### src/rtl/cms_blend.sv
`default_nettype none
// One colour channel: x + (y-x)*f, rounded half up, two register stages.
module cms_blend #(
  parameter int T_FRAC_BITS = 16
) (
  input  wire logic clk,
  input  wire logic en,
  input  wire logic [7:0] x,
  input  wire logic [7:0] y,
  input  wire logic [T_FRAC_BITS-1:0] f,
  output logic [7:0] z
);
  localparam int PW = T_FRAC_BITS + 10;

  logic signed [PW-1:0] prod;
  logic [7:0] x_q;
  logic signed [PW-1:0] acc;

  always_ff @(posedge clk) begin
    if (en) begin
      prod <= PW'($signed({1'b0, y}) - $signed({1'b0, x})) * $signed(PW'({1'b0, f}));
      x_q  <= x;
    end
  end

  always_comb begin
    acc = prod + $signed(PW'({x_q, {T_FRAC_BITS{1'b0}}}))
               + $signed(PW'(1) <<< (T_FRAC_BITS - 1));
  end

  always_ff @(posedge clk) begin
    if (en) z <= acc[T_FRAC_BITS +: 8];
  end
endmodule
`default_nettype wire

### config.mk
export PLATFORM = sky130hd
export DESIGN_NAME = cms_blend
export DESIGN_NICKNAME = d
export VERILOG_FILES = /design/src/rtl/cms_blend.sv
export SDC_FILE = /design/constraint.sdc
export NUM_CORES = 1
export LEC_CHECK = 0
export BUFFER_PORTS_ARGS = -buffer_cell sky130_fd_sc_hd__buf_2
export CAP_MARGIN = 20
export CORE_UTILIZATION = 50
export CTS_CLUSTER_SIZE = 14
export DETAILED_ROUTE_END_ITERATION = 12
export GPL_TIMING_DRIVEN = 0
export PLACE_DENSITY = 0.79
export SLEW_MARGIN = 30
export SYNTH_ARGS = -nofsm -noshare
export SYNTH_HDL_FRONTEND = slang
export SYNTH_SLANG_ARGS = --single-unit
### constraint.sdc
create_clock -name clk -period 9.3 [get_ports clk]
set_input_delay 1.86 -clock clk [delete_from_list [all_inputs] [get_ports clk]]
set_output_delay 1.86 -clock clk [all_outputs]
set_load 0.1 [all_outputs]
==> results.toml <==
[global_route]
grt_use_total_pct = 23.5
grt_pass1_vias = 4931
gr-total-overflow = 0
grt_pass1_wl_um = 23500
grt_max_degree = 26
antenna_found_initial = 0

[worst_setup_path]
crit_arrival_ns = 8.73
r2r_slack_ns = 7.18
crit_slowest_cell = "xnor2_1"
crit_required_ns = 9.29
crit_buf_inv = 6
worstPathMaxFanout = 10
cp-end-kind = "flip-flop"
r2r_cells = 8
reg2reg_from = "prod[15]$_DFFE_PP_"
critPathLaunchType = "input port"
slowest_delay_ns = 0.60
cpMostUsedCell = "fa_1"
r2r-end = "z[5]$_DFFE_PP_"
criticalPathCategory = "in2reg"
cp_top_family = "adder cells"

[clock_tree]
ctsHoldBuffers = 0
clkLatencyLatePin_ns = 0.25
cts_root_buffer = "clkbuf_16"
max-clock-path-buffers = 2
clk_pin_slew_ns = 0.06
h-tree-depth = 1
cts_sinks = 25
postCtsSetupBuffers = 0
numCtsBuffers = 3
cts_resized = 0
cts_tree = "built"

[yosys]
synth_area_per_cell_um2 = 9.67
ys_types = 46
syn_inst = 618
synth_top_cell_by_area = "fa_1"
yosys_warnings = 0
netlist_area_um2 = 5980
syn-num-nets = 823
seq_area_frac_synth_pct = 12.6
synth_ff_type = "edfxtp_1"
async_flop_share_pct = 0
ys_seq_elements = 25
synth_top_area_share_pct = 33.5
ys_top_cells_by_area = "fa_1 33%, ha_1 15%, edfxtp_1 13%"
synth_edf_count = 25

[floorplanning]
core_area_um2 = 11500
die-area_um2 = 12400
rows = 39
die_w_um = 111
io_pins = 42
initial_core_util_pct = 51.9
die_y_um = 111

[sta]
hold_ws_ns = 0.680
max_freq_mhz = 114
rsz0062_at_grt = "no"
final-setup-viol-count = 0
skew_ns = 0.00195
final_max_slew_viol_count = 0
tightest_slew_ns = 0.815
hold_violations = 0
slew_headroom_pct = 45.3
tns_ns = 0
fin_crit_ns = 8.74
period_share_pct = 94.0

[routing]
num_vias = 4479
antenna_left = 0
wl_per_cell_um = 16.9
vias_per_cell = 5.58
wl_um = 13600
drc = 2
drt_first_pass_iters = 9
drtIter0Drc = 245

[final_layout]
drive_gt1_share_pct = 8.33
finalNetCount = 866
n_antenna_cell = 0
regArea_um2 = 751
syn_to_final_growth_pct = 7.58
multi_input_area_um2 = 4820
fill_cells = 998

[worst_hold_path]
worstHoldPathCells = 2
hold_class = "reg2reg"
hold_start = "prod[23]$_DFFE_PP_"
holdPathEnd = "z[7]$_DFFE_PP_"

[outcome]
outcome = "finished with violations"
violations = "design-rule violations"

[placed_design]
place_hpwl_um = 11100
routabilityCongestion = 0.880
portBuffers = 38

[job]
drv_cap = 0
## worst reg2reg max path, cell delays in order, from the launching register on
cell and delay (ns):
edfxtp_1 0.36, inv_1 0.07, fa_1 0.46, nor2b_1 0.14
o21ai_0 0.12, a21boi_0 0.29, o21ai_0 0.16, nor2b_1 0.16
xnor2_1 0.12
## cell type report
cell class / count / share of cell area [%]
tap: 143 / 2.78
buffer: 16 / 1.09
multi-input combinational: 487 / 75.0
timing repair buffer: 38 / 2.96
clock buffer: 4 / 1.23
sequential: 25 / 11.7
inverter: 90 / 5.25
## flip-flops by register name, indices dropped and copies added, names as in the netlist
name and count:
x_q 8, z 8, prod 9
## synthesized netlist by cell type (5+ instances only)
cell type / count
xnor2_1: 17
nand2_1: 51
fa_1: 100
o21ai_0: 14
a21oi_1: 17
and2_1: 44
edfxtp_1: 25
a21o_1: 5
ha_1: 71
nor2b_1: 5
nor2_1: 27
inv_1: 90
nor3b_1: 14
nand2b_1: 48
nor3_1: 8
clkbuf_1: 13
nand3_1: 6
mux2i_1: 12
## layer usage
layer  vias to the layer above  global-route usage [%]  wire length, um
met3                        29                    2.12              582
li1                       2084                       -                -
met1                      2224                    30.7             5650
met5                         -                       0                0
met2                       142                    42.3             7030
met4                         0                    5.59              311
## worst max path at each step
stage                         endpoint  from  cells past startpoint  slack (ns)
finish              prod[22]$_DFFE_PP_  y[0]                     26        0.56
global route        prod[22]$_DFFE_PP_  y[0]                     26        0.18
CTS                 prod[22]$_DFFE_PP_  y[0]                     26        0.63
detailed placement  prod[22]$_DFFE_PP_  y[0]                     26        0.36
global placement    prod[22]$_DFFE_PP_  y[0]                     26        0.49
floorplan           prod[17]$_DFFE_PP_  y[0]                     25        1.46
## metrics by stage
step / util, % / area [um2] / cells / setup slack [ns]
floorplan: - / 5980 / 618 / 1.46
global placement: 55.1 / 6350 / 799 / 0.494
detailed placement: 55.1 / 6350 / 799 / 0.362
CTS: 55.8 / 6430 / 803 / 0.633
global route: 55.8 / 6430 / 803 / 0.175
finish: 55.8 / 6430 / 803 / 0.558
## cell families (layout without fill, tap and decap cells)
family | Yosys count | after routing | synth area share [%]
xor gates and xnor gates | 21 | 21 | 3.08
DFF | 25 | 25 | 12.6
muxes | 16 | 16 | 2.76
adders and majority gates | 171 | 171 | 48.3
buffers and inverters | 106 | 148 | 6.82
and+or+nand+nor | 221 | 221 | 20.1
AOI/OAI and AO/OA | 58 | 58 | 6.34
## placed cells by master (no fill, tap or decap), types with 12 or more instances in the layout
cell type  Yosys  layout
ha_1          71      71
xnor2_1       17      17
nor2_1        27      27
a21oi_1       17      17
fa_1         100     100
nor3b_1       14      14
mux2i_1       12      12
edfxtp_1      25      25
nand2b_1      48      48
and2_1        44      44
o21ai_0       14      14
nand2_1       51      51
clkbuf_1      13      14
inv_1         90      90
buf_2          2      40
Power is not shown: default switching activity piles up to over one toggle a cycle in this logic, so the estimate is an artifact.
