===== src/rtl/cms_pkg.sv =====
`default_nettype none
package cms_pkg;

  localparam int NUM_BUILTIN = 19;
  localparam logic [4:0] MAP_GRAY   = 5'd0;
  localparam logic [4:0] MAP_CUSTOM = 5'd19;

  localparam int CFG_IDX_W = 3;
  typedef enum logic [CFG_IDX_W-1:0] {
    REG_MAP_SELECT    = 3'd0,
    REG_REVERSE_ORDER = 3'd1,
    REG_ANCHOR_COUNT  = 3'd2,
    REG_PAIR_0        = 3'd3,
    REG_PAIR_1        = 3'd4,
    REG_PAIR_2        = 3'd5,
    REG_PAIR_3        = 3'd6,
    REG_UNUSED        = 3'd7
  } cfg_reg_t;

  localparam int CFG_DATA_W = 48;
  localparam int RGB_W = 24;

  typedef struct packed {
    logic [7:0] r;
    logic [7:0] g;
    logic [7:0] b;
  } rgb_t;

  // Anchor count of each built-in map; unused codes fall back to grayscale.
  function automatic logic [3:0] builtin_count(input logic [4:0] sel);
    logic [3:0] c;
    case (sel)
      5'd1: c = 4'd10;
      5'd2, 5'd3, 5'd4: c = 4'd9;
      5'd5, 5'd6: c = 4'd8;
      5'd7: c = 4'd6;
      5'd8: c = 4'd4;
      5'd9: c = 4'd2;
      5'd10, 5'd11, 5'd12, 5'd13: c = 4'd8;
      5'd14, 5'd15, 5'd16, 5'd17: c = 4'd11;
      5'd18: c = 4'd7;
      default: c = 4'd2;
    endcase
    return c;
  endfunction

  function automatic logic [23:0] pk(input int r, input int g, input int b);
    return {r[7:0], g[7:0], b[7:0]};
  endfunction

  // Anchor k of built-in map sel; k beyond the map's count is never used.
  function automatic logic [23:0] builtin_anchor(input logic [4:0] sel, input logic [3:0] k);
    logic [23:0] v;
    v = 24'h0;
    case (sel)
      5'd1: case (k)
        4'd0: v = pk(68,1,84);     4'd1: v = pk(72,40,120);   4'd2: v = pk(62,73,137);
        4'd3: v = pk(49,104,142);  4'd4: v = pk(38,130,142);  4'd5: v = pk(31,158,137);
        4'd6: v = pk(53,183,121);  4'd7: v = pk(110,206,88);  4'd8: v = pk(181,222,43);
        default: v = pk(253,231,37);
      endcase
      5'd2: case (k)
        4'd0: v = pk(0,0,4);       4'd1: v = pk(31,12,72);    4'd2: v = pk(85,15,109);
        4'd3: v = pk(136,34,106);  4'd4: v = pk(186,54,85);   4'd5: v = pk(227,89,51);
        4'd6: v = pk(249,140,10);  4'd7: v = pk(249,201,50);
        default: v = pk(252,255,164);
      endcase
      5'd3: case (k)
        4'd0: v = pk(0,0,4);       4'd1: v = pk(28,16,68);    4'd2: v = pk(79,18,123);
        4'd3: v = pk(129,37,129);  4'd4: v = pk(181,54,122);  4'd5: v = pk(229,80,100);
        4'd6: v = pk(251,135,97);  4'd7: v = pk(254,194,135);
        default: v = pk(252,253,191);
      endcase
      5'd4: case (k)
        4'd0: v = pk(13,8,135);    4'd1: v = pk(75,3,161);    4'd2: v = pk(125,3,168);
        4'd3: v = pk(168,34,150);  4'd4: v = pk(203,70,121);  4'd5: v = pk(229,107,93);
        4'd6: v = pk(248,148,65);  4'd7: v = pk(253,195,40);
        default: v = pk(240,249,33);
      endcase
      5'd5: case (k)
        4'd0: v = pk(0,34,78);     4'd1: v = pk(38,62,110);   4'd2: v = pk(73,82,112);
        4'd3: v = pk(108,103,109); 4'd4: v = pk(146,123,103); 4'd5: v = pk(187,145,87);
        4'd6: v = pk(225,170,61);
        default: v = pk(255,221,57);
      endcase
      5'd6: case (k)
        4'd0: v = pk(48,18,59);    4'd1: v = pk(64,90,210);   4'd2: v = pk(28,168,232);
        4'd3: v = pk(36,231,138);  4'd4: v = pk(166,249,40);  4'd5: v = pk(250,186,30);
        4'd6: v = pk(232,79,12);
        default: v = pk(122,4,3);
      endcase
      5'd7: case (k)
        4'd0: v = pk(0,0,128);     4'd1: v = pk(0,0,255);     4'd2: v = pk(0,255,255);
        4'd3: v = pk(255,255,0);   4'd4: v = pk(255,0,0);
        default: v = pk(128,0,0);
      endcase
      5'd8: case (k)
        4'd0: v = pk(0,0,0);       4'd1: v = pk(255,0,0);     4'd2: v = pk(255,255,0);
        default: v = pk(255,255,255);
      endcase
      5'd9: case (k)
        4'd0: v = pk(0,255,255);
        default: v = pk(255,0,255);
      endcase
      5'd10: case (k)
        4'd0: v = pk(247,251,255); 4'd1: v = pk(198,219,239); 4'd2: v = pk(158,202,225);
        4'd3: v = pk(107,174,214); 4'd4: v = pk(66,146,198);  4'd5: v = pk(33,113,181);
        4'd6: v = pk(8,81,156);
        default: v = pk(8,48,107);
      endcase
      5'd11: case (k)
        4'd0: v = pk(247,252,245); 4'd1: v = pk(199,233,192); 4'd2: v = pk(161,217,155);
        4'd3: v = pk(116,196,118); 4'd4: v = pk(65,171,93);   4'd5: v = pk(35,139,69);
        4'd6: v = pk(0,109,44);
        default: v = pk(0,68,27);
      endcase
      5'd12: case (k)
        4'd0: v = pk(255,245,240); 4'd1: v = pk(252,187,161); 4'd2: v = pk(252,146,114);
        4'd3: v = pk(251,106,74);  4'd4: v = pk(239,59,44);   4'd5: v = pk(203,24,29);
        4'd6: v = pk(165,15,21);
        default: v = pk(103,0,13);
      endcase
      5'd13: case (k)
        4'd0: v = pk(255,245,235); 4'd1: v = pk(253,208,162); 4'd2: v = pk(253,174,107);
        4'd3: v = pk(253,141,60);  4'd4: v = pk(241,105,19);  4'd5: v = pk(217,72,1);
        4'd6: v = pk(166,54,3);
        default: v = pk(127,39,4);
      endcase
      5'd14: case (k)
        4'd0: v = pk(158,1,66);    4'd1: v = pk(213,62,79);   4'd2: v = pk(244,109,67);
        4'd3: v = pk(253,174,97);  4'd4: v = pk(254,224,139); 4'd5: v = pk(255,255,191);
        4'd6: v = pk(230,245,152); 4'd7: v = pk(171,221,164); 4'd8: v = pk(102,194,165);
        4'd9: v = pk(50,136,189);
        default: v = pk(94,79,162);
      endcase
      5'd15: case (k)
        4'd0: v = pk(103,0,31);    4'd1: v = pk(178,24,43);   4'd2: v = pk(214,96,77);
        4'd3: v = pk(244,165,130); 4'd4: v = pk(253,219,199); 4'd5: v = pk(247,247,247);
        4'd6: v = pk(209,229,240); 4'd7: v = pk(146,197,222); 4'd8: v = pk(67,147,195);
        4'd9: v = pk(33,102,172);
        default: v = pk(5,48,97);
      endcase
      5'd16: case (k)
        4'd0: v = pk(165,0,38);    4'd1: v = pk(215,48,39);   4'd2: v = pk(244,109,67);
        4'd3: v = pk(253,174,97);  4'd4: v = pk(254,224,144); 4'd5: v = pk(255,255,191);
        4'd6: v = pk(224,243,248); 4'd7: v = pk(171,217,233); 4'd8: v = pk(116,173,209);
        4'd9: v = pk(69,117,180);
        default: v = pk(49,54,149);
      endcase
      5'd17: case (k)
        4'd0: v = pk(165,0,38);    4'd1: v = pk(215,48,39);   4'd2: v = pk(244,109,67);
        4'd3: v = pk(253,174,97);  4'd4: v = pk(254,224,139); 4'd5: v = pk(255,255,191);
        4'd6: v = pk(217,239,139); 4'd7: v = pk(166,217,106); 4'd8: v = pk(102,189,99);
        4'd9: v = pk(26,152,80);
        default: v = pk(0,104,55);
      endcase
      5'd18: case (k)
        4'd0: v = pk(59,76,192);   4'd1: v = pk(124,159,249); 4'd2: v = pk(192,212,245);
        4'd3: v = pk(242,242,242); 4'd4: v = pk(246,194,165); 4'd5: v = pk(222,96,77);
        default: v = pk(180,4,38);
      endcase
      default: case (k)
        4'd0: v = pk(0,0,0);
        default: v = pk(255,255,255);
      endcase
    endcase
    return v;
  endfunction

endpackage
`default_nettype wire


===== src/rtl/cms_cfg_if.sv =====
`default_nettype none
interface cms_cfg_if;
  logic        valid;
  logic        ready;
  logic [2:0]  index;
  logic [47:0] data;
  modport source (output valid, output index, output data, input ready);
  modport sink   (input valid, input index, input data, output ready);
endinterface
`default_nettype wire


===== src/rtl/cms_regs.sv =====
`default_nettype none
module cms_regs #(
  parameter int MAX_CUSTOM_ANCHORS = 8
) (
  input  wire logic clk,
  input  wire logic rst,
  cms_cfg_if.sink   cfg,
  output logic [4:0]  map_select,
  output logic        reverse_order,
  output logic [3:0]  anchor_count,
  output logic [7:0][23:0] anchors
);
  import cms_pkg::*;

  logic [3:0][47:0] pair;
  logic [3:0] count_raw;

  assign cfg.ready = 1'b1;

  always_ff @(posedge clk) begin
    if (rst) begin
      map_select    <= MAP_GRAY;
      reverse_order <= 1'b0;
      count_raw     <= '0;
      pair          <= '0;
    end else if (cfg.valid) begin
      case (cfg_reg_t'(cfg.index))
        REG_MAP_SELECT:    map_select    <= cfg.data[4:0];
        REG_REVERSE_ORDER: reverse_order <= cfg.data[0];
        REG_ANCHOR_COUNT:  count_raw     <= cfg.data[3:0];
        REG_PAIR_0:        pair[0]       <= cfg.data;
        REG_PAIR_1:        pair[1]       <= cfg.data;
        REG_PAIR_2:        pair[2]       <= cfg.data;
        REG_PAIR_3:        pair[3]       <= cfg.data;
        default: ;
      endcase
    end
  end

  // saturate the count to the number of anchor slots
  assign anchor_count = (count_raw > 4'(MAX_CUSTOM_ANCHORS)) ? 4'(MAX_CUSTOM_ANCHORS)
                                                             : count_raw;

  always_comb begin
    for (int k = 0; k < 4; k++) begin
      anchors[2*k]   = pair[k][23:0];
      anchors[2*k+1] = pair[k][47:24];
    end
  end
endmodule
`default_nettype wire


===== src/flat_wrapper.sv =====
// flat-port wrapper written by rule: the top's interface ports become plain ports
module cms_regs_flat import cms_pkg::*;
#(
  parameter int MAX_CUSTOM_ANCHORS = 8
)
  (clk, rst, map_select, reverse_order, anchor_count, anchors, cfg_valid, cfg_index, cfg_data, cfg_ready);
  cms_cfg_if cfg_i ();
  input  wire logic clk;
  input  wire logic rst;
  output logic [4:0] map_select;
  output logic reverse_order;
  output logic [3:0] anchor_count;
  output logic [7:0][23:0] anchors;
  input wire logic [$bits(cfg_i.valid)-1:0] cfg_valid;
  input wire logic [$bits(cfg_i.index)-1:0] cfg_index;
  input wire logic [$bits(cfg_i.data)-1:0] cfg_data;
  output wire logic [$bits(cfg_i.ready)-1:0] cfg_ready;
  assign cfg_i.valid = cfg_valid;
  assign cfg_i.index = cfg_index;
  assign cfg_i.data = cfg_data;
  assign cfg_ready = cfg_i.ready;
  cms_regs #(.MAX_CUSTOM_ANCHORS(MAX_CUSTOM_ANCHORS)) u_core (.clk(clk), .rst(rst), .cfg(cfg_i), .map_select(map_select), .reverse_order(reverse_order), .anchor_count(anchor_count), .anchors(anchors));
endmodule

===== config.mk =====
export PLATFORM = sky130hd
export DESIGN_NAME = cms_regs_flat
export DESIGN_NICKNAME = d
export VERILOG_FILES = /design/src/rtl/cms_pkg.sv /design/src/rtl/cms_cfg_if.sv /design/src/rtl/cms_regs.sv /design/src/flat_wrapper.sv
export SDC_FILE = /design/constraint.sdc
export NUM_CORES = 1
export LEC_CHECK = 0
export ABC_AREA = 1
export BUFFER_PORTS_ARGS = -buffer_cell sky130_fd_sc_hd__buf_2
export CORE_MARGIN = 2
export CORE_UTILIZATION = 38
export CTS_BUF_LIST = sky130_fd_sc_hd__clkbuf_16
export CTS_CLUSTER_SIZE = 16
export DETAILED_ROUTE_END_ITERATION = 12
export SLEW_MARGIN = 20
export SYNTH_ARGS = -nofsm -noshare
export SYNTH_HDL_FRONTEND = slang
export SYNTH_SLANG_ARGS = --single-unit

===== constraint.sdc =====
create_clock -name clk -period 1.3 [get_ports clk]
set_input_delay 0.26 -clock clk [delete_from_list [all_inputs] [get_ports clk]]
set_output_delay 0.26 -clock clk [all_outputs]
set_load 0.05 [all_outputs]

==> metrics.cfg <==
[grt]
via_count_of_the_first_global_routing_pass=7421
grt_start_max_net_pins=55
grt.overflow.total=0
antenna_found_initial=2
track_usage_pct=22.2
grt_pass1_wl_mm=40.1

[floorplanning]
fp.dieH_um=150
initial_utilization_pct=38.6
fp-row-count=53
design.core.area_mm2=0.0209
die-area_mm2=0.0224
design.portCount=257
die_w_um=150

[synth]
synth_area_leaders=dfxtp_1 (50%), nor2_1 (19%), nand3_1 (13%)
synthTopCellsByCount=nor2_1 (415), nand2_1 (208), dfxtp_1 (202), nand3_1 (202), inv_1 (55)
synth-seq-cells=202
synthesis.area_mm2=0.00806
post_synth_num_cell_types=14
yosys_warnings=0
synth_top_cell_area_share_pct=50.2
synthCells=1173
post_synthesis_area_per_instance_um2=6.87
postSynth.asyncResetShare_pct=0
synth-seq-area-share_pct=50.2
yosysMostFrequentCell=nor2_1
mappedNetlistNets=1227
synth_largest_area_cell=dfxtp_1
synth_top_flop_cell=dfxtp_1
synth_enable_flop_cells=0

[critical_path]
cp-end-kind=output port
timing.critical_path.arrival_ns=1.16
crit_path_top_delay_cell=dfxtp_4
critPathKind=flip-flop to output port
timing.critical_path.slowest_cell_delay_ns=0.38
worstPathBufferInverterCount=1
crit_path_max_fanout=5
crit_required_ns=1.04
startpoint_type=flip-flop
dominant_delay_contributor_by_cell_family_on_the_critical_path=flip-flops
cp_cell_sequence=nor2_4 > buf_8

[cts]
ctsRootBufferMaster=clkbuf_16
postCtsHoldBufs=0
clock_sink_count=202
cts_max_level=1
cts.path.max_buffers=3
cts_inserted_buffers=23
path_clk_slew_ns=0.06
tritoncts_clock_tree=built
insertion_delay_to_the_later_sink_of_the_worst_skew_pair_ns=0.49

[run_status]
outcome=complete, but fails checks
failed_checks=negative setup slack

[place]
pre_cts_ws_ns=-0.0113
dpl.cell_count=1651
place.gp.congestion=0.795
port_buffers=255
dp.final_hpwl_mm=16.7

[sta]
fmax_mhz=704
hold_viol=0
finalClockSkew_ns=0
post-route-worst-setup-slack_ns=-0.120
rsz0062_at_grt=yes
timing.final.crit_share_pct=109
slew_violations=0
timing.final.crit_period_ns=1.42
setup_viol=4

[detailed_routing]
post_drt_wl_per_cell_um=15.1
number_of_vias_per_cell_after_detailed_routing=4.77
ant_nets=0
detailroute.via_count=8064
routed_wirelength_mm=25.6
dr_iter_0_viols=427
drt_pass1_iterations=5
drcViolationCount=0

[final_layout]
stdcell_count=1692
fillers=1975
final_net_count=1455
synthToLayoutAreaGrowth_pct=49.2
drive_gt1_share_pct=34.5

[power]
p_leak_nw=5.47
power.density_cell_area_mw_per_mm2=1250
power.total_mw=15.0
ir_worst_vdd_v=0.000788

[job]
maxCapViolations=0

[worst_hold_path]
worst_hold_path_type=primary input to flip-flop

==> report_power, final <==
group / internal [mW] / total [mW] / switching [mW]
Clock: 3.38 / 5.87 / 2.49
Sequential: 6.44 / 6.60 / 0.165
Combinational: 0.854 / 2.52 / 1.66
Total: 10.7 / 15.0 / 4.31
==> final cells by class <==
class	instances	area (um2)	area share [%]
clock inverter	16	96.3	0.801
timing repair buffer	288	3090	25.7
tap	275	344	2.86
clock buffer	23	576	4.79
inverter	58	225	1.87
antenna	2	5.00	0.0416
sequential	202	4240	35.3
multi-input combinational	828	3440	28.7
==> state kept, by name (all words and copies together), names as in the netlist <==
| register | flops |
|---|---|
| u_core.count_raw | 4 |
| u_core.anchors | 192 |
| u_core.reverse_order | 1 |
| u_core.map_select | 5 |
==> metrics by stage <==
stage | util (%) | hold WS (ns) | area, um2 | setup TNS, ns
after floorplan | - | 0.455 | 8060 | 0
after global placement | 47.1 | 0.457 | 9830 | 0
after detailed placement | 47.1 | 0.467 | 9830 | -0.0343
after CTS | 56.1 | 0.102 | 11700 | -0.461
after global routing | 57.5 | 0.124 | 12000 | -0.605
final | 57.5 | 0.115 | 12000 | -0.439
==> tightest hold or removal path, stage by stage <==
cell and delay, ns:
buf_2 0.12, inv_6 0.09, nand2_1 0.07, nor2_1 0.03
==> per-layer routing <==
layer	track usage, %	vias to the layer above	wire (um)
met1	29.3	3690	11400
met3	4.63	53	1670
met4	6.62	0	733
met2	36.7	238	11800
li1	-	4083	-
met5	0	-	0
==> kinds of logic after synthesis <==
family	after synthesis	synth area share [%]
simple gates	826	41.6
compound gates	1	0.0621
flops	202	50.2
other cells	1	0.0465
buf+inv	143	8.06
==> layout by cell type (no fill, tap or decap), types with 4 or more instances in the layout <==
| master | Yosys | routed |
|---|---|---|
| nor2_4 | 0 | 11 |
| nand2_1 | 208 | 208 |
| dfxtp_4 | 0 | 4 |
| clkinv_2 | 0 | 5 |
| dfxtp_2 | 0 | 148 |
| buf_2 | 36 | 53 |
| nor2_1 | 415 | 405 |
| buf_8 | 0 | 7 |
| nand3_1 | 202 | 202 |
| buf_12 | 0 | 22 |
| clkbuf_16 | 0 | 23 |
| inv_1 | 55 | 55 |
| clkinv_1 | 0 | 5 |
| buf_6 | 2 | 194 |
| dfxtp_1 | 202 | 50 |
| buf_4 | 14 | 12 |
| inv_2 | 3 | 5 |
==> repair_timing <==
item	4_1_cts	5_1_grt
endpoints found under the setup margin	202	123
buffers inserted	0	0
pin swaps	2	1
gates resized for setup	428	146
==> final timing paths <==
check / slack [ns] / end / startpoint / cells after the start
setup / recovery: -0.12 / anchor_count[1] / u_core.count_raw[3] / 2
hold / removal: 0.12 / u_core.anchors[123] / rst / 4
setup reg to reg: 0.67 / u_core.count_raw[3] / u_core.count_raw[3] / 2
hold reg to reg: 0.48 / u_core.count_raw[0] / u_core.count_raw[0] / 2
No activity file was read; power rests on OpenSTA's default activity.
